### config.mk
export PLATFORM = sky130hd
export DESIGN_NAME = motor_servo_pwm_setpoint_unit
export DESIGN_NICKNAME = d
export VERILOG_FILES = /design/src/hdl/msps_pkg.sv /design/src/hdl/msps_ram.sv /design/src/hdl/motor_servo_pwm_setpoint_unit.sv
export SDC_FILE = /design/constraint.sdc
export NUM_CORES = 2
export LEC_CHECK = 0
export BUFFER_PORTS_ARGS = -buffer_cell sky130_fd_sc_hd__buf_4
export CELL_PAD_IN_SITES_DETAIL_PLACEMENT = 1
export CELL_PAD_IN_SITES_GLOBAL_PLACEMENT = 2
export CORE_AREA = 3 3 311 313
export CTS_CLUSTER_DIAMETER = 30
export CTS_CLUSTER_SIZE = 25
export DETAILED_ROUTE_END_ITERATION = 16
export DIE_AREA = 0 0 314 316
export PLACE_DENSITY = 0.76
export SYNTH_ARGS = -nofsm -noshare
export SYNTH_HDL_FRONTEND = slang
export SYNTH_SLANG_ARGS = --single-unit
export TNS_END_PERCENT = 30
### constraint.sdc
create_clock -name clk_i -period 9.3 [get_ports clk_i]
set_input_delay 1.395 -clock clk_i [delete_from_list [all_inputs] [get_ports clk_i]]
set_output_delay 1.395 -clock clk_i [all_outputs]
set_load 0.02 [all_outputs]
### src/hdl/msps_pkg.sv
package msps_pkg;

  // Averaging ring
  localparam int AVG_LENGTH      = 10;
  localparam int RING_AW         = $clog2(AVG_LENGTH);
  localparam int ADC_BITS        = 10;
  localparam int ADC_FULL_SCALE  = (1 << ADC_BITS) - 1;
  localparam int SUM_W           = $clog2(AVG_LENGTH * ADC_FULL_SCALE + 1);

  // Scaling
  localparam int SPEED_SPAN      = 198;
  localparam int ANGLE_SPAN      = 180;
  localparam int DC_DIVISOR      = 100;
  localparam int SOFT_PWM_PERIOD = 99;

  // Shared multiplier
  localparam int MUL_W           = 24;
  localparam int PROD_W          = 2 * MUL_W;
  localparam int SCALE_W         = 18;

  // Reciprocals for division by constants (exact over the operand ranges used)
  localparam int AVG_SHIFT       = 19;
  localparam int RECIP_AVG       = ((1 << AVG_SHIFT) + AVG_LENGTH - 1) / AVG_LENGTH;
  localparam int TICK_SHIFT      = 23;
  localparam int RECIP_ANGLE     = ((1 << TICK_SHIFT) + ANGLE_SPAN - 1) / ANGLE_SPAN;
  localparam int DC_SHIFT        = 30;
  localparam int RECIP_DC        = ((1 << DC_SHIFT) + DC_DIVISOR - 1) / DC_DIVISOR;

  typedef enum logic [0:0] {
    CMD_SAMPLE = 1'b0,
    CMD_TICK   = 1'b1
  } cmd_e;

  typedef enum logic [0:0] {
    REG_DC_PERIOD   = 1'b0,
    REG_SERVO_TICKS = 1'b1
  } reg_e;

  typedef enum logic [3:0] {
    ST_IDLE,
    ST_UPD,
    ST_AVG_S,
    ST_SCL_S,
    ST_AVG_A,
    ST_SCL_A,
    ST_TPD,
    ST_SERVO,
    ST_DC1,
    ST_DC2,
    ST_DONE
  } state_e;

  typedef struct packed {
    cmd_e        command;
    logic [9:0]  chan0_sample;
    logic [9:0]  chan1_sample;
  } in_word_t;

  typedef struct packed {
    logic signed [7:0] speed_setting;
    logic [6:0]        abs_speed;
    logic [7:0]        abs_angle;
    logic signed [7:0] angle_setting;
    logic              dir_a;
    logic              dir_b;
    logic              standby_low;
    logic [15:0]       dc_pulse;
    logic [15:0]       servo_pulse;
    logic              led_on;
  } out_word_t;

  // x / ADC_FULL_SCALE with full scale = 2^ADC_BITS - 1: x = q0*2^n + lo
  // = q0*(2^n-1) + (q0+lo), and q0+lo stays below twice the divisor.
  function automatic logic [SCALE_W-ADC_BITS:0] div_full_scale(input logic [SCALE_W-1:0] x);
    logic [SCALE_W-ADC_BITS-1:0] q0;
    logic [ADC_BITS:0]           r;
    q0 = x[SCALE_W-1:ADC_BITS];
    r  = {1'b0, x[ADC_BITS-1:0]} + (ADC_BITS+1)'(q0);
    return {1'b0, q0} + ((r >= (ADC_BITS+1)'(ADC_FULL_SCALE)) ?
                         (SCALE_W-ADC_BITS+1)'(1) : (SCALE_W-ADC_BITS+1)'(0));
  endfunction

endpackage

### src/hdl/msps_ram.sv
module msps_ram #(
  parameter int WIDTH = 8,
  parameter int DEPTH = 16
) (
  input  logic                     clk_i,
  input  logic                     we_i,
  input  logic [$clog2(DEPTH)-1:0] waddr_i,
  input  logic [WIDTH-1:0]         wdata_i,
  input  logic                     re_i,
  input  logic [$clog2(DEPTH)-1:0] raddr_i,
  output logic [WIDTH-1:0]         rdata_o
);

  logic [WIDTH-1:0] mem_q [DEPTH];
  logic [WIDTH-1:0] rdata_q;

  // Write port
  always_ff @(posedge clk_i) begin
    if (we_i) begin
      mem_q[waddr_i] <= wdata_i;
    end
  end

  // Registered read port
  always_ff @(posedge clk_i) begin
    if (re_i) begin
      rdata_q <= mem_q[raddr_i];
    end
  end

  assign rdata_o = rdata_q;

endmodule

### src/hdl/motor_servo_pwm_setpoint_unit.sv
// Motor and servo setpoint unit.
// Input words arrive on in_valid_i / in_stall_o: a sample word carries one
// ADC pair for the averaging rings, a tick word steps the LED soft PWM.
// Every accepted word yields exactly one result word on out_valid_o /
// out_stall_i with speed and angle setpoints, H-bridge direction bits,
// standby flag, DC and servo compare values and the LED state.
// One word is worked on at a time. The ring pair sits in a single RAM with
// registered read; a sample is read, updated and written back, then the
// setpoints go through one shared 24x24 multiplier, one product per cycle.
// A finished word waits in the output register while the receiver stalls;
// the next input word is taken meanwhile and its work stops only at the
// final step until the output register frees. Reset clears the control
// and held state but not the datapath registers; the rings read as zero
// through per-entry valid bits, so no clearing pass is needed. The APB
// port (pready tied high) holds the DC period and servo tick count; it
// must be written only while idle, which the block does not enforce.
module motor_servo_pwm_setpoint_unit
  import msps_pkg::*;
(
  input  logic        clk_i,
  input  logic        rst_ni,
  // input words
  input  logic        in_valid_i,
  output logic        in_stall_o,
  input  in_word_t    in_word_i,
  // result words
  output logic        out_valid_o,
  input  logic        out_stall_i,
  output out_word_t   out_word_o,
  // configuration
  input  logic        psel,
  input  logic        penable,
  input  logic        pwrite,
  input  logic [2:0]  paddr,
  input  logic [31:0] pwdata,
  output logic [31:0] prdata,
  output logic        pready
);

  localparam logic [9:0]        ADC_MAX    = 10'(ADC_FULL_SCALE);
  localparam logic signed [9:0] SPEED_OFS  = 10'(SPEED_SPAN / 2);
  localparam logic signed [9:0] ANGLE_OFS  = 10'(ANGLE_SPAN / 2);
  localparam logic [6:0]        PWM_LAST   = 7'(SOFT_PWM_PERIOD - 1);

  // Configuration registers
  logic [15:0] dc_period_q, servo_ticks_q;
  logic        cfg_we;

  assign pready = 1'b1;
  assign cfg_we = psel & penable & pwrite;

  always_ff @(posedge clk_i or negedge rst_ni) begin
    if (!rst_ni) begin
      dc_period_q   <= 16'd1999;
      servo_ticks_q <= 16'd9000;
    end else if (cfg_we) begin
      unique case (reg_e'(paddr[2]))
        REG_DC_PERIOD:   dc_period_q   <= pwdata[15:0];
        REG_SERVO_TICKS: servo_ticks_q <= pwdata[15:0];
        default: ;
      endcase
    end
  end

  always_comb begin
    unique case (reg_e'(paddr[2]))
      REG_DC_PERIOD:   prdata = {16'd0, dc_period_q};
      REG_SERVO_TICKS: prdata = {16'd0, servo_ticks_q};
      default:         prdata = 32'd0;
    endcase
  end

  // Control state
  state_e               state_q, state_d;
  in_word_t             in_q;
  logic [RING_AW-1:0]   ring_idx_q;
  logic [AVG_LENGTH-1:0] ring_vld_q;
  logic [SUM_W-1:0]     sum_a_q, sum_s_q;
  logic [6:0]           held_abs_q, pwm_cnt_q;
  logic [1:0]           dir_q;
  logic                 stby_q, led_q;
  logic                 out_valid_q;
  out_word_t            out_q;

  // Datapath registers
  logic [PROD_W-1:0]    prod_q;
  logic signed [7:0]    speed_q;
  logic [6:0]           abs_speed_q;
  logic [7:0]           abs_angle_q;
  logic [15:0]          servo_q;

  logic                 in_fire, out_free, done_fire;
  logic                 ram_re, ram_we;
  logic [19:0]          ram_rdata;
  logic [MUL_W-1:0]     mul_a, mul_b;
  logic [PROD_W-1:0]    prod_d;

  assign in_fire   = in_valid_i & ~in_stall_o;
  assign out_free  = ~out_valid_q | ~out_stall_i;
  assign done_fire = (state_q == ST_DONE) & out_free;

  // Ring store: {speed, angle} per entry
  msps_ram #(
    .WIDTH(20),
    .DEPTH(AVG_LENGTH)
  ) u_ring (
    .clk_i  (clk_i),
    .we_i   (ram_we),
    .waddr_i(ring_idx_q),
    .wdata_i({in_q.chan1_sample, in_q.chan0_sample}),
    .re_i   (ram_re),
    .raddr_i(ring_idx_q),
    .rdata_o(ram_rdata)
  );

  // Sequencer
  always_ff @(posedge clk_i or negedge rst_ni) begin
    if (!rst_ni) state_q <= ST_IDLE;
    else         state_q <= state_d;
  end

  always_comb begin
    state_d    = state_q;
    in_stall_o = 1'b1;
    ram_re     = 1'b0;
    ram_we     = 1'b0;
    unique case (state_q)
      ST_IDLE: begin
        in_stall_o = 1'b0;
        if (in_valid_i) begin
          ram_re  = (in_word_i.command == CMD_SAMPLE);
          state_d = (in_word_i.command == CMD_SAMPLE) ? ST_UPD : ST_AVG_S;
        end
      end
      ST_UPD: begin
        ram_we  = 1'b1;
        state_d = ST_AVG_S;
      end
      ST_AVG_S: state_d = ST_SCL_S;
      ST_SCL_S: state_d = ST_AVG_A;
      ST_AVG_A: state_d = ST_SCL_A;
      ST_SCL_A: state_d = ST_TPD;
      ST_TPD:   state_d = ST_SERVO;
      ST_SERVO: state_d = ST_DC1;
      ST_DC1:   state_d = ST_DC2;
      ST_DC2:   state_d = ST_DONE;
      ST_DONE:  if (out_free) state_d = ST_IDLE;
      default:  state_d = ST_IDLE;
    endcase
  end

  always_ff @(posedge clk_i) begin
    if (in_fire) in_q <= in_word_i;
  end

  // Ring read-modify-write; the read in idle and the write in the next
  // step never overlap another item, so no forwarding is needed.
  logic [9:0]         old_a, old_s;
  logic [RING_AW-1:0] idx_next;

  assign old_a    = ring_vld_q[ring_idx_q] ? ram_rdata[9:0]   : 10'd0;
  assign old_s    = ring_vld_q[ring_idx_q] ? ram_rdata[19:10] : 10'd0;
  assign idx_next = (ring_idx_q == RING_AW'(AVG_LENGTH - 1)) ? '0 : ring_idx_q + 1'b1;

  always_ff @(posedge clk_i or negedge rst_ni) begin
    if (!rst_ni) begin
      ring_idx_q <= '0;
      ring_vld_q <= '0;
      sum_a_q    <= '0;
      sum_s_q    <= '0;
    end else if (ram_we) begin
      ring_idx_q             <= idx_next;
      ring_vld_q[ring_idx_q] <= 1'b1;
      sum_a_q <= sum_a_q - SUM_W'(old_a) + SUM_W'(in_q.chan0_sample);
      sum_s_q <= sum_s_q - SUM_W'(old_s) + SUM_W'(in_q.chan1_sample);
    end
  end

  // Average from the last product, clamped to full scale
  logic [SUM_W-1:0] avg_raw;
  logic [9:0]       avg;

  assign avg_raw = prod_q[AVG_SHIFT+SUM_W-1:AVG_SHIFT];
  assign avg     = (avg_raw > SUM_W'(ADC_FULL_SCALE)) ? ADC_MAX : avg_raw[9:0];

  // Shared multiplier operand selection
  always_comb begin
    mul_a = '0;
    mul_b = '0;
    unique case (state_q)
      ST_AVG_S: begin mul_a = MUL_W'(sum_s_q);       mul_b = MUL_W'(RECIP_AVG);   end
      ST_SCL_S: begin mul_a = MUL_W'(avg);           mul_b = MUL_W'(SPEED_SPAN);  end
      ST_AVG_A: begin mul_a = MUL_W'(sum_a_q);       mul_b = MUL_W'(RECIP_AVG);   end
      ST_SCL_A: begin mul_a = MUL_W'(avg);           mul_b = MUL_W'(ANGLE_SPAN);  end
      ST_TPD:   begin mul_a = MUL_W'(servo_ticks_q); mul_b = MUL_W'(RECIP_ANGLE); end
      ST_SERVO: begin
        mul_a = MUL_W'(prod_q[TICK_SHIFT+8:TICK_SHIFT]);
        mul_b = MUL_W'(abs_angle_q);
      end
      ST_DC1:   begin mul_a = MUL_W'(abs_speed_q);   mul_b = MUL_W'(dc_period_q); end
      ST_DC2:   begin mul_a = MUL_W'(prod_q[22:0]);  mul_b = MUL_W'(RECIP_DC);    end
      default: ;
    endcase
  end

  assign prod_d = PROD_W'(mul_a) * PROD_W'(mul_b);

  // Product held during the final step so a stalled result keeps dc
  always_ff @(posedge clk_i) begin
    if (state_q != ST_DONE) prod_q <= prod_d;
  end

  // Setpoints from scaled averages
  logic [SCALE_W-ADC_BITS:0] scaled_q;
  logic signed [9:0]         speed_diff;
  logic signed [7:0]         speed_sat;
  logic [6:0]                speed_abs;

  assign scaled_q   = div_full_scale(prod_q[SCALE_W-1:0]);
  assign speed_diff = $signed(10'(scaled_q)) - SPEED_OFS;

  always_comb begin
    if (speed_diff > 10'sd127)       speed_sat = 8'sd127;
    else if (speed_diff < -10'sd127) speed_sat = -8'sd127;
    else                             speed_sat = speed_diff[7:0];
    speed_abs = speed_sat[7] ? 7'(-speed_sat) : speed_sat[6:0];
  end

  always_ff @(posedge clk_i) begin
    unique case (state_q)
      ST_AVG_A: begin
        speed_q     <= speed_sat;
        abs_speed_q <= speed_abs;
      end
      ST_TPD:   abs_angle_q <= (scaled_q > 9'd255) ? 8'd255 : scaled_q[7:0];
      ST_DC1:   servo_q     <= (prod_q[16]) ? 16'hFFFF : prod_q[15:0];
      default: ;
    endcase
  end

  // Held state for direction, standby and the LED soft PWM
  logic [6:0]        held_abs_d, pwm_cnt_d;
  logic [1:0]        dir_d;
  logic              stby_d, led_d;
  logic signed [9:0] angle_diff;
  logic signed [7:0] angle_sat;
  logic [15:0]       dc_sat;

  always_comb begin
    held_abs_d = held_abs_q;
    dir_d      = dir_q;
    stby_d     = stby_q;
    led_d      = led_q;
    pwm_cnt_d  = pwm_cnt_q;
    unique case (in_q.command)
      CMD_SAMPLE: begin
        held_abs_d = abs_speed_q;
        if (speed_q > 8'sd0)      dir_d  = 2'b01;
        else if (speed_q < 8'sd0) dir_d  = 2'b10;
        else                      stby_d = 1'b1;
      end
      CMD_TICK: begin
        led_d     = (held_abs_q > pwm_cnt_q) ? 1'b0 : 1'b1;
        pwm_cnt_d = (pwm_cnt_q >= PWM_LAST) ? 7'd0 : pwm_cnt_q + 7'd1;
      end
      default: ;
    endcase

    angle_diff = $signed({2'b00, abs_angle_q}) - ANGLE_OFS;
    if (angle_diff > 10'sd127)       angle_sat = 8'sd127;
    else if (angle_diff < -10'sd128) angle_sat = -8'sd128;
    else                             angle_sat = angle_diff[7:0];

    dc_sat = prod_q[DC_SHIFT+16] ? 16'hFFFF : prod_q[DC_SHIFT+15:DC_SHIFT];
  end

  always_ff @(posedge clk_i or negedge rst_ni) begin
    if (!rst_ni) begin
      held_abs_q <= '0;
      dir_q      <= '0;
      stby_q     <= 1'b0;
      led_q      <= 1'b0;
      pwm_cnt_q  <= '0;
    end else if (done_fire) begin
      held_abs_q <= held_abs_d;
      dir_q      <= dir_d;
      stby_q     <= stby_d;
      led_q      <= led_d;
      pwm_cnt_q  <= pwm_cnt_d;
    end
  end

  // Output register
  always_ff @(posedge clk_i or negedge rst_ni) begin
    if (!rst_ni)        out_valid_q <= 1'b0;
    else if (done_fire) out_valid_q <= 1'b1;
    else if (out_free)  out_valid_q <= 1'b0;
  end

  always_ff @(posedge clk_i) begin
    if (done_fire) begin
      out_q.speed_setting <= speed_q;
      out_q.abs_speed     <= abs_speed_q;
      out_q.abs_angle     <= abs_angle_q;
      out_q.angle_setting <= angle_sat;
      out_q.dir_a         <= dir_d[0];
      out_q.dir_b         <= dir_d[1];
      out_q.standby_low   <= stby_d;
      out_q.dc_pulse      <= dc_sat;
      out_q.servo_pulse   <= servo_q;
      out_q.led_on        <= led_d;
    end
  end

  assign out_valid_o = out_valid_q;
  assign out_word_o  = out_q;

  // Checks
  a_idx_range: assert property (@(posedge clk_i) disable iff (!rst_ni)
    ring_idx_q < RING_AW'(AVG_LENGTH))
    else $error("ring index out of range");

  a_sum_bound: assert property (@(posedge clk_i) disable iff (!rst_ni)
    (sum_a_q <= SUM_W'(AVG_LENGTH * ADC_FULL_SCALE)) &&
    (sum_s_q <= SUM_W'(AVG_LENGTH * ADC_FULL_SCALE)))
    else $error("running sum beyond ring capacity");

  a_wr_sets_vld: assert property (@(posedge clk_i) disable iff (!rst_ni)
    ram_we |=> ring_vld_q[$past(ring_idx_q)])
    else $error("ring write left entry invalid");

  a_rise_from_done: assert property (@(posedge clk_i) disable iff (!rst_ni)
    $rose(out_valid_q) |-> $past(state_q == ST_DONE))
    else $error("result appeared outside final step");

  a_one_at_a_time: assert property (@(posedge clk_i) disable iff (!rst_ni)
    in_fire |=> in_stall_o)
    else $error("second word taken while one is in work");

endmodule
==> results.sh <==
export IMPL_ys_async_sr_fraction_pct=19.8
export IMPL_r2r_slack_ns=0.34
export IMPL_syn_area_mm2=0.0366
export IMPL_hold_ws_ns=0.416
export IMPL_synth_enable_flop_cells=392
export IMPL_worstSetupStartpoint="state_q[0]$_DFFE_PN0P_"
export IMPL_gr_total_overflow=0
export IMPL_synth_top_cell_area_share_pct=32.1
export IMPL_drt_wl_total_um=106000
export IMPL_r2r_start="state_q[0]$_DFFE_PN0P_"
export IMPL_clkTransAtPathRegs_ns=0.05
export IMPL_grt_usage_pct=21.9
export IMPL_critPathCapture="prod_q[40]$_DFFE_PP_"
export IMPL_ys_types=73
export IMPL_ys_seq_area_share_pct=38.8
export IMPL_top_usage_layer="met2"
export IMPL_syn_to_final_growth_pct=18.4
export IMPL_viasPerCell=5.04
export IMPL_ctsHoldBuffers=0
export IMPL_crit_type="reg -> reg"
export IMPL_reg2regPathDepth=29
export IMPL_ys_flop_type="edfxtp_1"
export IMPL_slew_violations=0
export IMPL_finalSetupViolations=0
export IMPL_fin_area_mm2=0.0434
export IMPL_rsz0062_at_grt="yes"
export IMPL_ys_warn_count=0
export IMPL_cp_end_kind="flip-flop"
export IMPL_critPathMaxFanout=14
export IMPL_hp_class="reg -> reg"
export IMPL_die_width_um=314
export IMPL_crit_top_cell="fa_1"
export IMPL_yosysMostFrequentCell="inv_1"
export IMPL_synth_compound_area_share_pct=6.99
export IMPL_ys_ff_latch=489
export IMPL_synthSimpleGateAreaFrac_pct=8.88
export IMPL_dp_hpwl_um=81400
export IMPL_critPathLaunchType="flip-flop"
export IMPL_grt_pass1_wl_um=163000
export IMPL_cts_root_buf="clkbuf_16"
export IMPL_globalRouteMet3Util_pct=4.65
export IMPL_drt_iter0_markers=1483
export IMPL_max_freq_mhz=112
export IMPL_max_stage_delay_ns=0.57
export IMPL_wl_per_cell_um=21.9
export IMPL_cts_tree="done"
export IMPL_gp_congestion=0.909
export IMPL_hold_viol_final=0
export IMPL_worstPathArrival_ns=9.35
export IMPL_die_h_um=316
export IMPL_slew_headroom_pct=33.3
export IMPL_worst_slew_pin_slew_ns=1.00
export IMPL_clockBufferDepth=3
export IMPL_initial_core_util_pct=38.7
export IMPL_dieArea_mm2=0.0992
export IMPL_fin_skew_ns=0.0397
export IMPL_cp_slowest_cell="a22oi_1"
export IMPL_cts_htree_levels=3
export IMPL_status="complete, no violations"
export IMPL_synth_area_leaders="edfxtp_1 32%, fa_1 21%, ha_1 8.8%"
export IMPL_required_ns=9.70
export IMPL_reg2reg_to="prod_q[40]$_DFFE_PP_"
export IMPL_grt_max_degree=66
export IMPL_finalCriticalPeriod_ns=8.96
export IMPL_grt_pass1_vias=26700
export IMPL_synth_top_family_by_area="adder cells"
export IMPL_synth_cells=3183
export IMPL_fin_crit_sh_pct=96.3
export IMPL_yosysTopAreaCell="edfxtp_1"
export IMPL_maxCapViolations=0
export IMPL_drc=0
export IMPL_drive_gt1_share_pct=16.4
export IMPL_numCtsBuffers=95
export IMPL_cts_sinks=489
export IMPL_portBuffers=129
export IMPL_num_io_pins=165
export IMPL_grt_use_met2_pct=35.5
export IMPL_nets=4191
export IMPL_grt_antenna_before_repair=7
export IMPL_synth_xor_area_share_pct=2.20
export IMPL_timing_final_ws_setup_ns=0.343
export IMPL_netlist_top_cells_count="651 x inv_1, 392 x edfxtp_1, 388 x fa_1"
export IMPL_synthMuxAreaShare_pct=5.00
export IMPL_avgSynthCellArea_um2=11.5
export IMPL_synth_fa_ha_area_share_pct=30.0
export IMPL_clkLatencyLatePin_ns=0.66
export IMPL_use_met1_pct=29.5
export IMPL_rows=113
export IMPL_dp_slack_ns=0.319
export IMPL_vias=24300
export IMPL_dpl_instance_area_mm2=0.0399
export IMPL_antenna_left=0
export IMPL_n_antenna_cell=0
export IMPL_core_mm2=0.0946
export IMPL_drt_pre_antenna_iters=6
[critical path, delay by kind of cell (launching register included)]
kind | cells | cell delay [ns]
compound gates | 8 | 2.15
xor+xnor | 1 | 0.09
fa+ha+maj | 8 | 3.96
buf+inv | 8 | 0.90
flops | 1 | 0.53
simple gates | 4 | 1.06
[worst min path at each step]
stage,start,end,depth (start not counted)
3_5_place_dp,servo_q[11]$_SDFFCE_PP1N_,out_word_o[12]$_DFFE_PP_,0
2_1_floorplan,servo_q[9]$_SDFFCE_PP1N_,out_word_o[10]$_DFFE_PP_,0
6_report,servo_q[7]$_SDFFCE_PP1N_,out_word_o[8]$_DFFE_PP_,0
3_3_place_gp,servo_q[10]$_SDFFCE_PP1N_,out_word_o[11]$_DFFE_PP_,0
4_1_cts,servo_q[7]$_SDFFCE_PP1N_,out_word_o[8]$_DFFE_PP_,0
5_1_grt,servo_q[8]$_SDFFCE_PP1N_,out_word_o[9]$_DFFE_PP_,0
[through the flow]
| stage | utilization (%) | setup TNS [ns] | std cells |
|---|---|---|---|
| floorplan | - | 0 | 3265 |
| global placement | 42.1 | 0 | 4648 |
| detailed placement | 42.1 | 0 | 4648 |
| CTS | 45.8 | 0 | 4827 |
| global route | 45.8 | -0.106 | 4829 |
| finish | 45.8 | 0 | 4829 |
[cells in the final DEF, fill, tap and decap left out, types with 12 or more instances in the layout]
cell       instances
clkinv_2          14
xnor2_1           56
xor2_1            36
nor2_1            83
and2_1            90
o21ai_0           97
and3_1            21
mux2i_1           22
inv_1            651
nor3_1            13
edfxtp_1         392
clkbuf_16         98
bufinv_16         15
buf_4            231
nand2_1          253
fa_1             388
a211oi_1          35
a22oi_1           21
clkbuf_1          17
nor2b_1           25
a21o_1            29
dfrtp_1           81
nand3_1           29
nand2b_1          26
ha_1             258
dfstp_2           14
mux4_2            42
nand4_1           22
o21bai_1          12
mux2_2            59
conb_1            84
or2_2             47
a21oi_1          121
[final cells by class]
type                            count  area, um^2
Timing Repair Buffer              234        1790
Sequential cell                   489       14200
Inverter                          652        2450
Fill cell                       10100       51200
Clock buffer                      120        2580
Multi-Input combinational cell   2010       19900
Tap cell                         1265        1580
Clock inverter                     59         856
[cells by family (layout without fill, tap and decap cells)]
family | after synthesis | after routing
multiplexers | 123 | 123
AO/OA/AOI/OAI | 406 | 406
adder cells (fa/ha/maj) | 646 | 646
AND/OR/NAND/NOR | 659 | 659
buffers and inverters | 766 | 1065
flip-flops | 489 | 489
other | 2 | 84
XOR/XNOR | 92 | 92
[layer usage]
layer	vias up	share of wire (%)
met4	4	3.5
li1	11000	-
met5	-	0.026
met1	12500	43
met3	174	6.2
met2	632	47
[flip-flops by register name, indices dropped and copies added (netlist names)]
name and count:
u_ring.mem_q 200, out_word_o 66, prod_q 47, in_q 21, u_ring.rdata_o 20, dc_period_q 16, servo_q 16, servo_ticks_q 16
sum_a_q 14, sum_s_q 14, ring_vld_q 10, abs_angle_q 8, speed_q 8, held_abs_q 7, pwm_cnt_q 7, abs_speed_q 6
ring_idx_q 4, state_q 4, dir_q 2, led_q 1, out_valid_o 1, stby_q 1
[what timing repair did]
action | 4_1_cts | 5_1_grt
setup buffers | 0 | 2
resized for setup | 0 | 3
setup endpoints to repair | 0 | 8
Power is not shown: default switching activity piles up to over one toggle a cycle in this logic, so the estimate is an artifact.
